[config.mk]
export PLATFORM = sky130hd
export DESIGN_NAME = differential_drive_mixer_slew
export DESIGN_NICKNAME = d
export VERILOG_FILES = /design/src/rtl/dds_pkg.sv /design/src/rtl/dds_mul.sv /design/src/rtl/dds_div.sv /design/src/rtl/differential_drive_mixer_slew.sv
export SDC_FILE = /design/constraint.sdc
export NUM_CORES = 1
export LEC_CHECK = 0
export ABC_AREA = 0
export BUFFER_PORTS_ARGS = -buffer_cell sky130_fd_sc_hd__buf_4
export CAP_MARGIN = 10
export CORE_ASPECT_RATIO = 1.1
export CORE_MARGIN = 10
export CORE_UTILIZATION = 45
export CTS_BUF_LIST = sky130_fd_sc_hd__clkbuf_4
export CTS_CLUSTER_DIAMETER = 100
export CTS_CLUSTER_SIZE = 25
export DETAILED_ROUTE_END_ITERATION = 8
export GPL_ROUTABILITY_DRIVEN = 0
export GPL_TIMING_DRIVEN = 0
export PLACE_DENSITY = 0.63
export REMOVE_ABC_BUFFERS = 1
export SLEW_MARGIN = 20
export SYNTH_ARGS = -nofsm -noshare
export SYNTH_HDL_FRONTEND = slang
export SYNTH_SLANG_ARGS = --single-unit
[constraint.sdc]
create_clock -name clk -period 4.9 [get_ports clk]
set_input_delay 0.245 -clock clk [delete_from_list [all_inputs] [get_ports clk]]
set_output_delay 0.245 -clock clk [all_outputs]
set_load 0.01 [all_outputs]
[src/rtl/dds_pkg.sv]
// ---------------------------------------------------------------------------
// dds_pkg
// Shared types and constants of the differential-drive duty mixer.
// ---------------------------------------------------------------------------
`default_nettype none

package dds_pkg;

  // field widths
  localparam int unsigned BYTE_W  = 8;
  localparam int unsigned STEP_W  = 6;
  localparam int unsigned DUTY_W  = 7;
  localparam int unsigned MID_W   = 7;
  localparam int unsigned MCAND_W = 9;
  localparam int unsigned PROD_W  = 16;
  localparam int unsigned DEN_W   = 14;
  localparam int unsigned SUM_W   = 17;
  localparam int unsigned BASE_W  = 21;
  localparam int unsigned RAW_W   = 22;
  localparam int unsigned WIDE_W  = 23;
  localparam int unsigned QUOT_W  = 8;
  localparam int unsigned CNT_W   = 3;
  localparam int unsigned ADDR_W  = 4;
  localparam int unsigned DATA_W  = 32;

  // serial step counts
  localparam int unsigned MUL_STEPS = MID_W;
  localparam int unsigned DIV_STEPS = QUOT_W;

  // duty constants
  localparam logic [DUTY_W-1:0] DUTY_NEUTRAL = 7'd75;
  localparam logic [DUTY_W-1:0] DUTY_MIN     = 7'd50;
  localparam logic [DUTY_W-1:0] DUTY_MAX     = 7'd99;
  localparam logic [BASE_W-1:0] NEUTRAL_MULT = 21'd75;
  localparam logic signed [WIDE_W-1:0] RANGE_MULT = 23'sd25;

  // register reset values
  localparam logic [BYTE_W-1:0] TFS_RESET  = 8'd255;
  localparam logic [BYTE_W-1:0] DFS_RESET  = 8'd255;
  localparam logic [STEP_W-1:0] STEP_RESET = 6'd20;

  // register indexes (word address)
  localparam logic [1:0] REG_TFS  = 2'd0;
  localparam logic [1:0] REG_DFS  = 2'd1;
  localparam logic [1:0] REG_STEP = 2'd2;

  typedef enum logic [2:0] {
    ST_IDLE,
    ST_MUL,
    ST_SUM,
    ST_RAW,
    ST_DIV,
    ST_FIN
  } state_t;

  // control of a serial lane
  typedef struct packed {
    logic load;
    logic step;
  } lane_ctl_t;

endpackage

`default_nettype wire

[src/rtl/dds_mul.sv]
// ---------------------------------------------------------------------------
// dds_mul
// Shift-add multiplier lane: one multiplier bit per cycle.
// ---------------------------------------------------------------------------
`default_nettype none

module dds_mul
  import dds_pkg::*;
(
  input  wire logic                     clk,
  input  wire lane_ctl_t                ctl,
  input  wire logic signed [MCAND_W-1:0] mcand,
  input  wire logic [MID_W-1:0]         mplier,
  output logic signed [PROD_W-1:0]      prod
);

  logic signed [PROD_W-1:0] acc_r;
  logic signed [PROD_W-1:0] mcand_r;
  logic [MID_W-1:0]         mplier_r;

  always_ff @(posedge clk) begin
    if (ctl.load) begin
      acc_r    <= '0;
      mcand_r  <= PROD_W'(mcand);
      mplier_r <= mplier;
    end else if (ctl.step) begin
      // add the shifted multiplicand where the multiplier bit is set
      if (mplier_r[0]) begin
        acc_r <= acc_r + mcand_r;
      end
      mcand_r  <= mcand_r <<< 1;
      mplier_r <= mplier_r >> 1;
    end
  end

  assign prod = acc_r;

endmodule

`default_nettype wire

[src/rtl/dds_div.sv]
// ---------------------------------------------------------------------------
// dds_div
// Restoring divider lane: one quotient bit per cycle.
// ---------------------------------------------------------------------------
`default_nettype none

module dds_div
  import dds_pkg::*;
(
  input  wire logic              clk,
  input  wire lane_ctl_t         ctl,
  input  wire logic [RAW_W-1:0]  dividend,
  input  wire logic [DEN_W-1:0]  divisor,
  output logic [QUOT_W-1:0]      quot
);

  logic [DEN_W:0]    rem_r;
  logic [QUOT_W-1:0] low_r;
  logic [DEN_W-1:0]  dvs_r;
  logic [DEN_W:0]    trial;
  logic              fits;

  // the remainder stays below the divisor, so its top bit is always clear
  assign trial = {rem_r[DEN_W-1:0], low_r[QUOT_W-1]};
  assign fits  = trial >= {1'b0, dvs_r};

  always_ff @(posedge clk) begin
    if (ctl.load) begin
      // quotient is below 2^QUOT_W, so the high part is already below the divisor
      rem_r <= (DEN_W+1)'(dividend[RAW_W-1:QUOT_W]);
      low_r <= dividend[QUOT_W-1:0];
      dvs_r <= divisor;
    end else if (ctl.step) begin
      rem_r <= fits ? (trial - {1'b0, dvs_r}) : trial;
      low_r <= {low_r[QUOT_W-2:0], fits};
    end
  end

  assign quot = low_r;

endmodule

`default_nettype wire

[src/rtl/differential_drive_mixer_slew.sv]
// ---------------------------------------------------------------------------
// differential_drive_mixer_slew
// Mixes throttle and direction into two motor duties, clamps them to 50..99
// and limits the change of each duty per command.
// ---------------------------------------------------------------------------
//   channel | ports                                   | transfer
//   in      | in_kind, in_throttle, in_direction      | in_valid & in_ready
//   out     | out_duty_left, out_duty_right           | out_valid & out_ready
//   cfg     | psel penable pwrite paddr pwdata prdata | psel & penable & pwrite
//
// A command runs, after its transfer, through the shift-add multiplier lanes
// (ST_MUL), the numerator and divider-load steps (ST_SUM, ST_RAW), the
// restoring divider lanes (ST_DIV, one bit per cycle each) and the result
// write (ST_FIN), then returns to idle; out_valid is registered from that write.
// The result register is held until taken; a finished command waits in the
// last step while the previous result is untaken, and in_ready stays low meanwhile.
// Synchronous reset sets both duties to 75 and the registers to defaults.
// ---------------------------------------------------------------------------
`default_nettype none

module differential_drive_mixer_slew
  import dds_pkg::*;
(
  input  wire logic              clk,
  input  wire logic              rst_n,
  input  wire logic              in_valid,
  output logic                   in_ready,
  input  wire logic              in_kind,
  input  wire logic [BYTE_W-1:0] in_throttle,
  input  wire logic [BYTE_W-1:0] in_direction,
  output logic                   out_valid,
  input  wire logic              out_ready,
  output logic [DUTY_W-1:0]      out_duty_left,
  output logic [DUTY_W-1:0]      out_duty_right,
  input  wire logic              psel,
  input  wire logic              penable,
  input  wire logic              pwrite,
  input  wire logic [ADDR_W-1:0] paddr,
  input  wire logic [DATA_W-1:0] pwdata,
  output logic [DATA_W-1:0]      prdata,
  output logic                   pready
);

  function automatic logic [DUTY_W-1:0] ramp_duty(input logic [QUOT_W-1:0] q,
                                                   input logic [DUTY_W-1:0] cur,
                                                   input logic [STEP_W-1:0] step);
    logic [DUTY_W-1:0]      qc;
    logic signed [DUTY_W+1:0] lo;
    logic signed [DUTY_W+1:0] hi;
    logic signed [DUTY_W+1:0] qs;
    logic [DUTY_W-1:0]      res;
    if (q < {1'b0, DUTY_MIN}) begin
      qc = DUTY_MIN;
    end else if (q > {1'b0, DUTY_MAX}) begin
      qc = DUTY_MAX;
    end else begin
      qc = q[DUTY_W-1:0];
    end
    lo = $signed({2'b0, cur}) - $signed({3'b0, step});
    hi = $signed({2'b0, cur}) + $signed({3'b0, step});
    qs = $signed({2'b0, qc});
    if (qs < lo) begin
      res = lo[DUTY_W-1:0];
    end else if (qs > hi) begin
      res = hi[DUTY_W-1:0];
    end else begin
      res = qc;
    end
    return res;
  endfunction

  // configuration registers
  logic [BYTE_W-1:0] tfs_r;
  logic [BYTE_W-1:0] dfs_r;
  logic [STEP_W-1:0] step_r;
  logic              cfg_wr;

  assign pready = 1'b1;
  assign cfg_wr = psel & penable & pwrite;

  always_ff @(posedge clk) begin
    if (!rst_n) begin
      tfs_r  <= TFS_RESET;
      dfs_r  <= DFS_RESET;
      step_r <= STEP_RESET;
    end else if (cfg_wr) begin
      unique case (paddr[3:2])
        REG_TFS:  tfs_r  <= pwdata[BYTE_W-1:0];
        REG_DFS:  dfs_r  <= pwdata[BYTE_W-1:0];
        REG_STEP: step_r <= pwdata[STEP_W-1:0];
        default:  ;
      endcase
    end
  end

  always_comb begin
    unique case (paddr[3:2])
      REG_TFS:  prdata = DATA_W'(tfs_r);
      REG_DFS:  prdata = DATA_W'(dfs_r);
      REG_STEP: prdata = DATA_W'(step_r);
      default:  prdata = '0;
    endcase
  end

  // midpoints and capped inputs
  logic [MID_W-1:0]          mt;
  logic [MID_W-1:0]          md;
  logic [BYTE_W-1:0]         t_eff;
  logic [BYTE_W-1:0]         d_eff;
  logic signed [MCAND_W-1:0] t_off;
  logic signed [MCAND_W-1:0] d_off;

  always_comb begin
    mt = (tfs_r[BYTE_W-1:1] == '0) ? MID_W'(1) : tfs_r[BYTE_W-1:1];
    md = (dfs_r[BYTE_W-1:1] == '0) ? MID_W'(1) : dfs_r[BYTE_W-1:1];
    if (in_kind) begin
      t_eff = {1'b0, mt};
      d_eff = {1'b0, md};
    end else begin
      t_eff = (in_throttle > tfs_r) ? tfs_r : in_throttle;
      d_eff = (in_direction > dfs_r) ? dfs_r : in_direction;
    end
    t_off = $signed({1'b0, t_eff}) - $signed({2'b0, mt});
    d_off = $signed({1'b0, d_eff}) - $signed({2'b0, md});
  end

  // sequencer
  state_t            state_r, state_nxt;
  logic [CNT_W-1:0]  cnt_r, cnt_nxt;
  lane_ctl_t         mul_ctl;
  lane_ctl_t         div_ctl;
  logic              fin_load;
  logic              out_valid_r, out_valid_nxt;

  always_ff @(posedge clk) begin
    if (!rst_n) begin
      state_r     <= ST_IDLE;
      cnt_r       <= '0;
      out_valid_r <= 1'b0;
    end else begin
      state_r     <= state_nxt;
      cnt_r       <= cnt_nxt;
      out_valid_r <= out_valid_nxt;
    end
  end

  always_comb begin
    state_nxt    = state_r;
    cnt_nxt      = cnt_r;
    mul_ctl      = '0;
    div_ctl      = '0;
    fin_load     = 1'b0;
    in_ready     = 1'b0;
    unique case (state_r)
      ST_IDLE: begin
        in_ready = 1'b1;
        if (in_valid) begin
          mul_ctl.load = 1'b1;
          cnt_nxt      = '0;
          state_nxt    = ST_MUL;
        end
      end
      ST_MUL: begin
        mul_ctl.step = 1'b1;
        cnt_nxt      = cnt_r + CNT_W'(1);
        if (cnt_r == CNT_W'(MUL_STEPS - 1)) begin
          cnt_nxt   = '0;
          state_nxt = ST_SUM;
        end
      end
      ST_SUM: begin
        state_nxt = ST_RAW;
      end
      ST_RAW: begin
        div_ctl.load = 1'b1;
        cnt_nxt      = '0;
        state_nxt    = ST_DIV;
      end
      ST_DIV: begin
        div_ctl.step = 1'b1;
        cnt_nxt      = cnt_r + CNT_W'(1);
        if (cnt_r == CNT_W'(DIV_STEPS - 1)) begin
          cnt_nxt   = '0;
          state_nxt = ST_FIN;
        end
      end
      ST_FIN: begin
        // hold until the result register is free
        if (!out_valid_r || out_ready) begin
          fin_load  = 1'b1;
          state_nxt = ST_IDLE;
        end
      end
      default: state_nxt = ST_IDLE;
    endcase
    out_valid_nxt = (out_valid_r & ~out_ready) | fin_load;
  end

  // multiplier lanes: den = mt*md, p1 = (t-mt)*md, p2 = (d-md)*mt
  logic signed [PROD_W-1:0] den_p;
  logic signed [PROD_W-1:0] p1;
  logic signed [PROD_W-1:0] p2;

  dds_mul u_mul_den (
    .clk    (clk),
    .ctl    (mul_ctl),
    .mcand  ($signed({2'b0, mt})),
    .mplier (md),
    .prod   (den_p)
  );

  dds_mul u_mul_thr (
    .clk    (clk),
    .ctl    (mul_ctl),
    .mcand  (t_off),
    .mplier (md),
    .prod   (p1)
  );

  dds_mul u_mul_dir (
    .clk    (clk),
    .ctl    (mul_ctl),
    .mcand  (d_off),
    .mplier (mt),
    .prod   (p2)
  );

  // numerators over the common denominator
  logic signed [SUM_W-1:0]  sum_r;
  logic signed [SUM_W-1:0]  dif_r;
  logic [BASE_W-1:0]        base_r;
  logic signed [WIDE_W-1:0] num_left;
  logic signed [WIDE_W-1:0] num_right;

  always_ff @(posedge clk) begin
    if (state_r == ST_SUM) begin
      sum_r  <= $signed({p1[PROD_W-1], p1}) + $signed({p2[PROD_W-1], p2});
      dif_r  <= $signed({p1[PROD_W-1], p1}) - $signed({p2[PROD_W-1], p2});
      base_r <= BASE_W'(den_p[DEN_W-1:0]) * NEUTRAL_MULT;
    end
  end

  assign num_left  = $signed({2'b0, base_r}) + WIDE_W'(dif_r) * RANGE_MULT;
  assign num_right = $signed({2'b0, base_r}) + WIDE_W'(sum_r) * RANGE_MULT;

  // divider lanes
  logic [QUOT_W-1:0] q_left;
  logic [QUOT_W-1:0] q_right;

  dds_div u_div_left (
    .clk      (clk),
    .ctl      (div_ctl),
    .dividend (num_left[RAW_W-1:0]),
    .divisor  (den_p[DEN_W-1:0]),
    .quot     (q_left)
  );

  dds_div u_div_right (
    .clk      (clk),
    .ctl      (div_ctl),
    .dividend (num_right[RAW_W-1:0]),
    .divisor  (den_p[DEN_W-1:0]),
    .quot     (q_right)
  );

  // present duties double as the result register
  logic [DUTY_W-1:0] duty_l_r;
  logic [DUTY_W-1:0] duty_r_r;

  always_ff @(posedge clk) begin
    if (!rst_n) begin
      duty_l_r <= DUTY_NEUTRAL;
      duty_r_r <= DUTY_NEUTRAL;
    end else if (fin_load) begin
      duty_l_r <= ramp_duty(q_left, duty_l_r, step_r);
      duty_r_r <= ramp_duty(q_right, duty_r_r, step_r);
    end
  end

  assign out_valid      = out_valid_r;
  assign out_duty_left  = duty_l_r;
  assign out_duty_right = duty_r_r;

endmodule

`default_nettype wire

; After elaboration in Yosys (flattened, before gate mapping)
; Cells that the tools add are included.
[classes]
n_lt_le_gt_ge = 12
bitwise = 5
shift = 0
n_mul = 3
n_reduce_logical = 17
n_eq_ne = 13
div = 0
addsub = 16
n_mux = 58
[op_table]
columns = operator, count
row1 = 7-bit 2-to-1 mux, 22
row2 = 14-bit 2-to-1 mux, 6
row3 = 16-bit 2-to-1 mux, 4
row4 = 8-bit 2-to-1 mux, 8
row5 = 16-bit adder, 3
row6 = 22-bit adder, 2
row7 = "17-bit by 6-bit multiplier with 22-bit output, second input constant", 2
row8 = 15-bit by 14-bit greater-or-equal comparator with 1-bit output, 2
row9 = 14-bit subtractor, 2
row10 = 8-bit case mux with 3 select lines, 1
row11 = "14-bit by 7-bit multiplier with 21-bit output, second input constant", 1
row12 = 3-bit 2-to-1 mux, 7
row13 = 3-bit case mux with 6 select lines, 1
row14 = 8-bit by 7-bit subtractor with 9-bit output, 2
row15 = 16-bit by 16-bit adder with 17-bit output, 1
row16 = 16-bit by 16-bit subtractor with 17-bit output, 1
row17 = 7-bit by 6-bit adder with 8-bit output, 2
row18 = 7-bit by 8-bit greater-than comparator with 1-bit output, 2
row19 = "8-bit by 7-bit greater-than comparator with 1-bit output, second input constant", 2
row20 = 8-bit greater-than comparator, 2
row21 = "8-bit by 6-bit < comparator with 1-bit output, second input constant", 2
row22 = 8-bit < comparator, 2
row23 = 7-bit by 6-bit subtractor with 8-bit output, 2
row24 = 7-bit zero test, 2
row25 = other kinds (20), 43
[word_totals]
reg_bits = 273
inputBits = 60
out_inout_bits = 49
latch_bits = 0
romBits = 0
n_memories = 0
mem_bits_rw = 0
elab_cells = 150

; Depth between registers and ports, before layout
[logic_depth]
ltp_word = 9
ltp_mapped = 22
depth_no_buf = 22

; By module
; A second synthesis with hierarchy kept.
[hier_totals]
cells_unflattened = 2828
area_unflattened_um2 = 26536.7
[by_module_without_submodules]
columns = mod, cells_per_inst, seq_area_each_um2, area_each_um2, n_inst
row1 = differential_drive_mixer_slew, 1714, 2482.4, 14856.7, 1
row2 = dds_mul at u_mul_dir ..., 238, 1011.0, 2354.8, 2
row3 = dds_div at u_div_left, 202, 1081.0, 2334.7, 1
row4 = dds_div at u_div_right, 202, 1081.0, 2319.7, 1
row5 = dds_mul at u_mul_den, 234, 1011.0, 2316.0, 1

; Least setup slack after synthesis
; No wires, ideal clock.
[synth_path]
kind = reg-to-reg
start = reg state_r[0]
end = reg state_r[1]
path_stages_with_launch = 6
period_less_slack_ns = 5.392
setup_time_ns = 0.082
n_path_buf = 2
required_ns = 4.818
setup_slack_ns = -0.492
t_arrival_ns = 5.310
path_cell_list = dfxtp_1 > clkbuf_1 > clkbuf_1 > nor3b_1 > o21ai_0 > nor2_1
[synth_between]
elab_chain_len = 3
elab_cells_between_ends = 12
classes_between = 9 x eq/ne / 1 x mux / 2 x reduce/logical
[synth_lines]
columns = item, line
row1 = from (decl), differential_drive_mixer_slew.sv:128  ; state_t state_r, state_nxt;
row2 = from (signal assigned), differential_drive_mixer_slew.sv:141  ; state_r <= state_nxt;
row3 = 3-bit equality test (tied with other cells), differential_drive_mixer_slew.sv:154  ; unique case (state_r)
row4 = 2-bit != test (no source line), -
row5 = 4-bit AND reduction (no source line), -
; Parallel ways exist; a longest one is shown, timed or not.
; A chain may end at the register's enable or synchronous reset.

; Worst setup path after layout
[layout_path]
start = reg dif_r[2]
end = reg u_div_left.rem_r[12], data pin
[layout_between]
elab_chain_len = 3
[layout_lines]
columns = item, line
row1 = from (decl), differential_drive_mixer_slew.sv:230  ; logic signed [SUM_W-1:0] dif_r;
row2 = from (signal assigned), differential_drive_mixer_slew.sv:238  ; dif_r <= $signed({p1[PROD_W-1], p1}) - $signed({p2[PROD_W-1], p2});
row3 = 17-bit by 6-bit multiplier with 22-bit output, differential_drive_mixer_slew.sv:243  ; assign num_left = $signed({2'b0, base_r}) + WIDE_W'(dif_r) * RANGE_MULT;
row4 = 22-bit adder, differential_drive_mixer_slew.sv:243
row5 = 14-bit 2-to-1 mux, dds_div.sv:28  ; if (ctl.load) begin
row6 = to (signal assigned), dds_div.sv:30  ; rem_r <= (DEN_W+1)'(dividend[RAW_W-1:QUOT_W]);
row7 = to (signal assigned), dds_div.sv:34  ; rem_r <= fits ? (trial - {1'b0, dvs_r}) : trial;
row8 = to (decl), dds_div.sv:17  ; logic [DEN_W:0] rem_r;
; Every way passes these cells.

==> impl_metrics.ini <==
[power]
power_density_nw_per_um2 = 626
p_leak_uw = 0.0123
p_total_uw = 16200
p_sw_share_pct = 48.2
pwr-share-clk_pct = 6.5
peakVddDrop_uv = 472
p_switching_uw = 7790
seqPwrFrac_pct = 23.2
combPwrFrac_pct = 70.3
internal-power_uw = 8370

[clocking]
clkTransAtPathRegs_ps = 260
ctsLongestPathBuffers = 3
numCtsBuffers = 16
clk_latency_ps = 790
htreeDepth = 1
cts_sinks = 261
cts_tree = built
cts_root_buf = clkbuf_4

[synthesis]
ys_types = 87
synth-edff-count = 165
synthArstFlopShare_pct = 0
yosys_most_used_dff = edfxtp_1
synthTopCellsByArea = edfxtp_1 (21%), ha_1 (19%), dfxtp_1 (8.0%)
syn_area_um2 = 23900
syn-instance-count = 2644
synth_top_area_share_pct = 20.7
postSynthAreaPerCell_um2 = 9.06
seq_area_frac_synth_pct = 28.7
synth_seq_cells = 261
yosysWarnings = 0
synth_largest_area_cell = edfxtp_1

[route]
vias = 18200
totalWireLength_mm = 54.7
drt_first_pass_iters = 5
vias_per_cell = 5.37
drt-wirelength-per-cell_um = 16.1
drt_iter0_markers = 842
ant_nets = 0
drcViolationCount = 0

[layout]
seq_area_um2 = 6890
final_cell_mix = ha_1 (357), inv_1 (349), nand2_1 (257), a21oi_1 (222), edfxtp_1 (165)
area_growth_pct = 7.85
multi_input_area_um2 = 15500
mostFrequentLayoutCell = ha_1
fin_nets = 3221
fill_cells = 4862
layout-drive-gt1-share_pct = 6.85

[sta]
period_share_pct = 96.5
fin_crit_ps = 4730
slew_violations = 0
setup_viol = 0
worstMarginPinSlew_ps = 1000
slew_headroom_pct = 33.3
timing.fmax_mhz = 212
finalHoldViolCount = 0
finalSetupTns_ps = 0
fin_skew_ps = 93.7

[die]
dieHeight_um = 262
initial_utilization_pct = 45.6
die_w_um = 240
core_area_um2 = 52500
rows = 88
die-area_um2 = 62800
io_pins = 109

[setup_path]
crit_arrival_ps = 5230
crit_buf_inv = 2
crit_required_ps = 5410
cpPeakStageDelay_ps = 490
crit_chain = ha_1 -> inv_1 -> fa_1 -> inv_1 -> ha_1 -> fa_1 -> ha_1 -> a2111oi_4 -> o21ai_2 -> a221oi_2 -> o22ai_2 -> o31ai_4 -> a21oi_1 -> a21oi_1 -> xor2_1 -> mux2i_1
crit_type = register to register
start_kind = register
path_delay_family = adder cells
worstSetupEndpointType = register
worstPathMaxFanout = 5
crit_slowest_cell = edfxtp_1
cpMostUsedCell = ha_1

[grt]
grt_overflow = 0
grt_max_degree = 67
grt_first_pass_wirelength_mm = 88.2
grt_use_total_pct = 16.9
grt_pass1_vias = 18300
antenna_found_initial = 1

[place]
port_buffers = 57
detailed_place_hpwl_mm = 44.2

[run_status]
status = finished clean

[min_path]
min_path_type = primary input to register

[flow_run]
max_cap_violations = 0
routing by layer:
layer,global-route usage (%),vias up,wire [um]
li1,-,9227,-
met1,21.1,8736,24600
met2,31.3,204,27800
met3,1.10,59,1230
met4,4.13,0,1030
met5,0,-,0
per-stage QoR:
stage | instance area (um2) | setup slack, ps | instances | util (%) | hold slack (ps)
after CTS | 25600 | 3.24 | 3378 | 48.8 | 43.9
after global routing | 25800 | -24.8 | 3396 | 49.2 | 103
after floorplan | 23600 | -290 | 2577 | - | 307
after global placement | 24800 | -2260 | 3309 | 47.3 | 461
after detailed placement | 25100 | -42.6 | 3322 | 47.7 | 471
final | 25800 | 174 | 3396 | 49.2 | 107
sequential cells by signal, summed over array words and instances, names as in the netlist, 6 cells and up:
signal	count
base_r	21
dfs_r	8
dif_r	16
out_duty_left	7
out_duty_right	7
step_r	6
sum_r	17
tfs_r	8
u_div_left.quot	8
u_div_left.rem_r	14
u_div_right.dvs_r	14
u_div_right.quot	8
u_div_right.rem_r	14
u_mul_den.mcand_r	14
u_mul_den.prod	14
u_mul_dir.mcand_r	16
u_mul_dir.mplier_r	7
u_mul_dir.prod	16
u_mul_thr.mcand_r	16
u_mul_thr.mplier_r	6
u_mul_thr.prod	16
path summary, 6_finish.rpt:
check	end	cells after the start	from	slack, ps
max	u_div_left.rem_r[12]	16	dif_r[2]	170
min reg2reg	u_mul_den.mcand_r[10]	2	u_mul_den.mcand_r[9]	490
max reg2reg	u_div_left.rem_r[12]	16	dif_r[2]	170
min	dfs_r[3]	6	penable	110
worst min-delay path, delay by kind of cell:
family	cells	cell delay (ps)
simple gates	3	280
buf+inv	2	280
compound gates	1	80
cell type report:
| cell class | count | area share [%] |
|---|---|---|
| inverters | 352 | 5.12 |
| well taps | 675 | 3.27 |
| diodes | 4 | 0.0388 |
| multi-input cells | 1964 | 60.1 |
| clock buffers | 20 | 0.581 |
| clock inverters | 8 | 0.422 |
| flip-flops and latches | 261 | 26.7 |
| repair buffers | 112 | 3.82 |
power groups by stage:
stage	Clock, uW	Sequential [uW]	Combinational [uW]
after detailed placement	0	3810	10900
final	1050	3750	11400
after CTS	1100	3750	11000
after global routing	1150	3830	12900
after floorplan	0	3590	8600
after global placement	0	3820	10600
synth_stat cells (32+ instances only):
cell	count
fa_1	94
xor2_1	46
o21ai_0	124
a21oi_1	224
ha_1	360
dfxtp_1	96
mux2i_1	44
edfxtp_1	165
a21o_1	69
o211ai_1	32
nand2_1	262
nor2_1	156
xnor2_1	114
inv_1	349
nor3_1	45
nor2b_1	36
clkbuf_1	52
logic make-up (layout without fill, tap and decap cells):
kind of cell | count (synthesis) | in the layout | synth area share, %
xor+xnor | 160 | 160 | 5.85
simple gates | 637 | 637 | 12.1
compound gates | 635 | 635 | 16.9
other cells | 2 | 29 | 0.0314
mux | 53 | 53 | 2.26
fa+ha+maj | 454 | 454 | 26.7
buf+inv | 442 | 492 | 7.44
flops | 261 | 261 | 28.7
repair_timing:
| item | CTS | global route |
|---|---|---|
| gates resized for setup | 1 | 26 |
| endpoints found under the hold margin | 40 | 0 |
| hold buffers | 25 | 0 |
| pin swaps | 2 | 7 |
| buffers inserted | 3 | 14 |
| setup endpoints to repair | 8 | 31 |
Power figures use the tool's default switching activity.
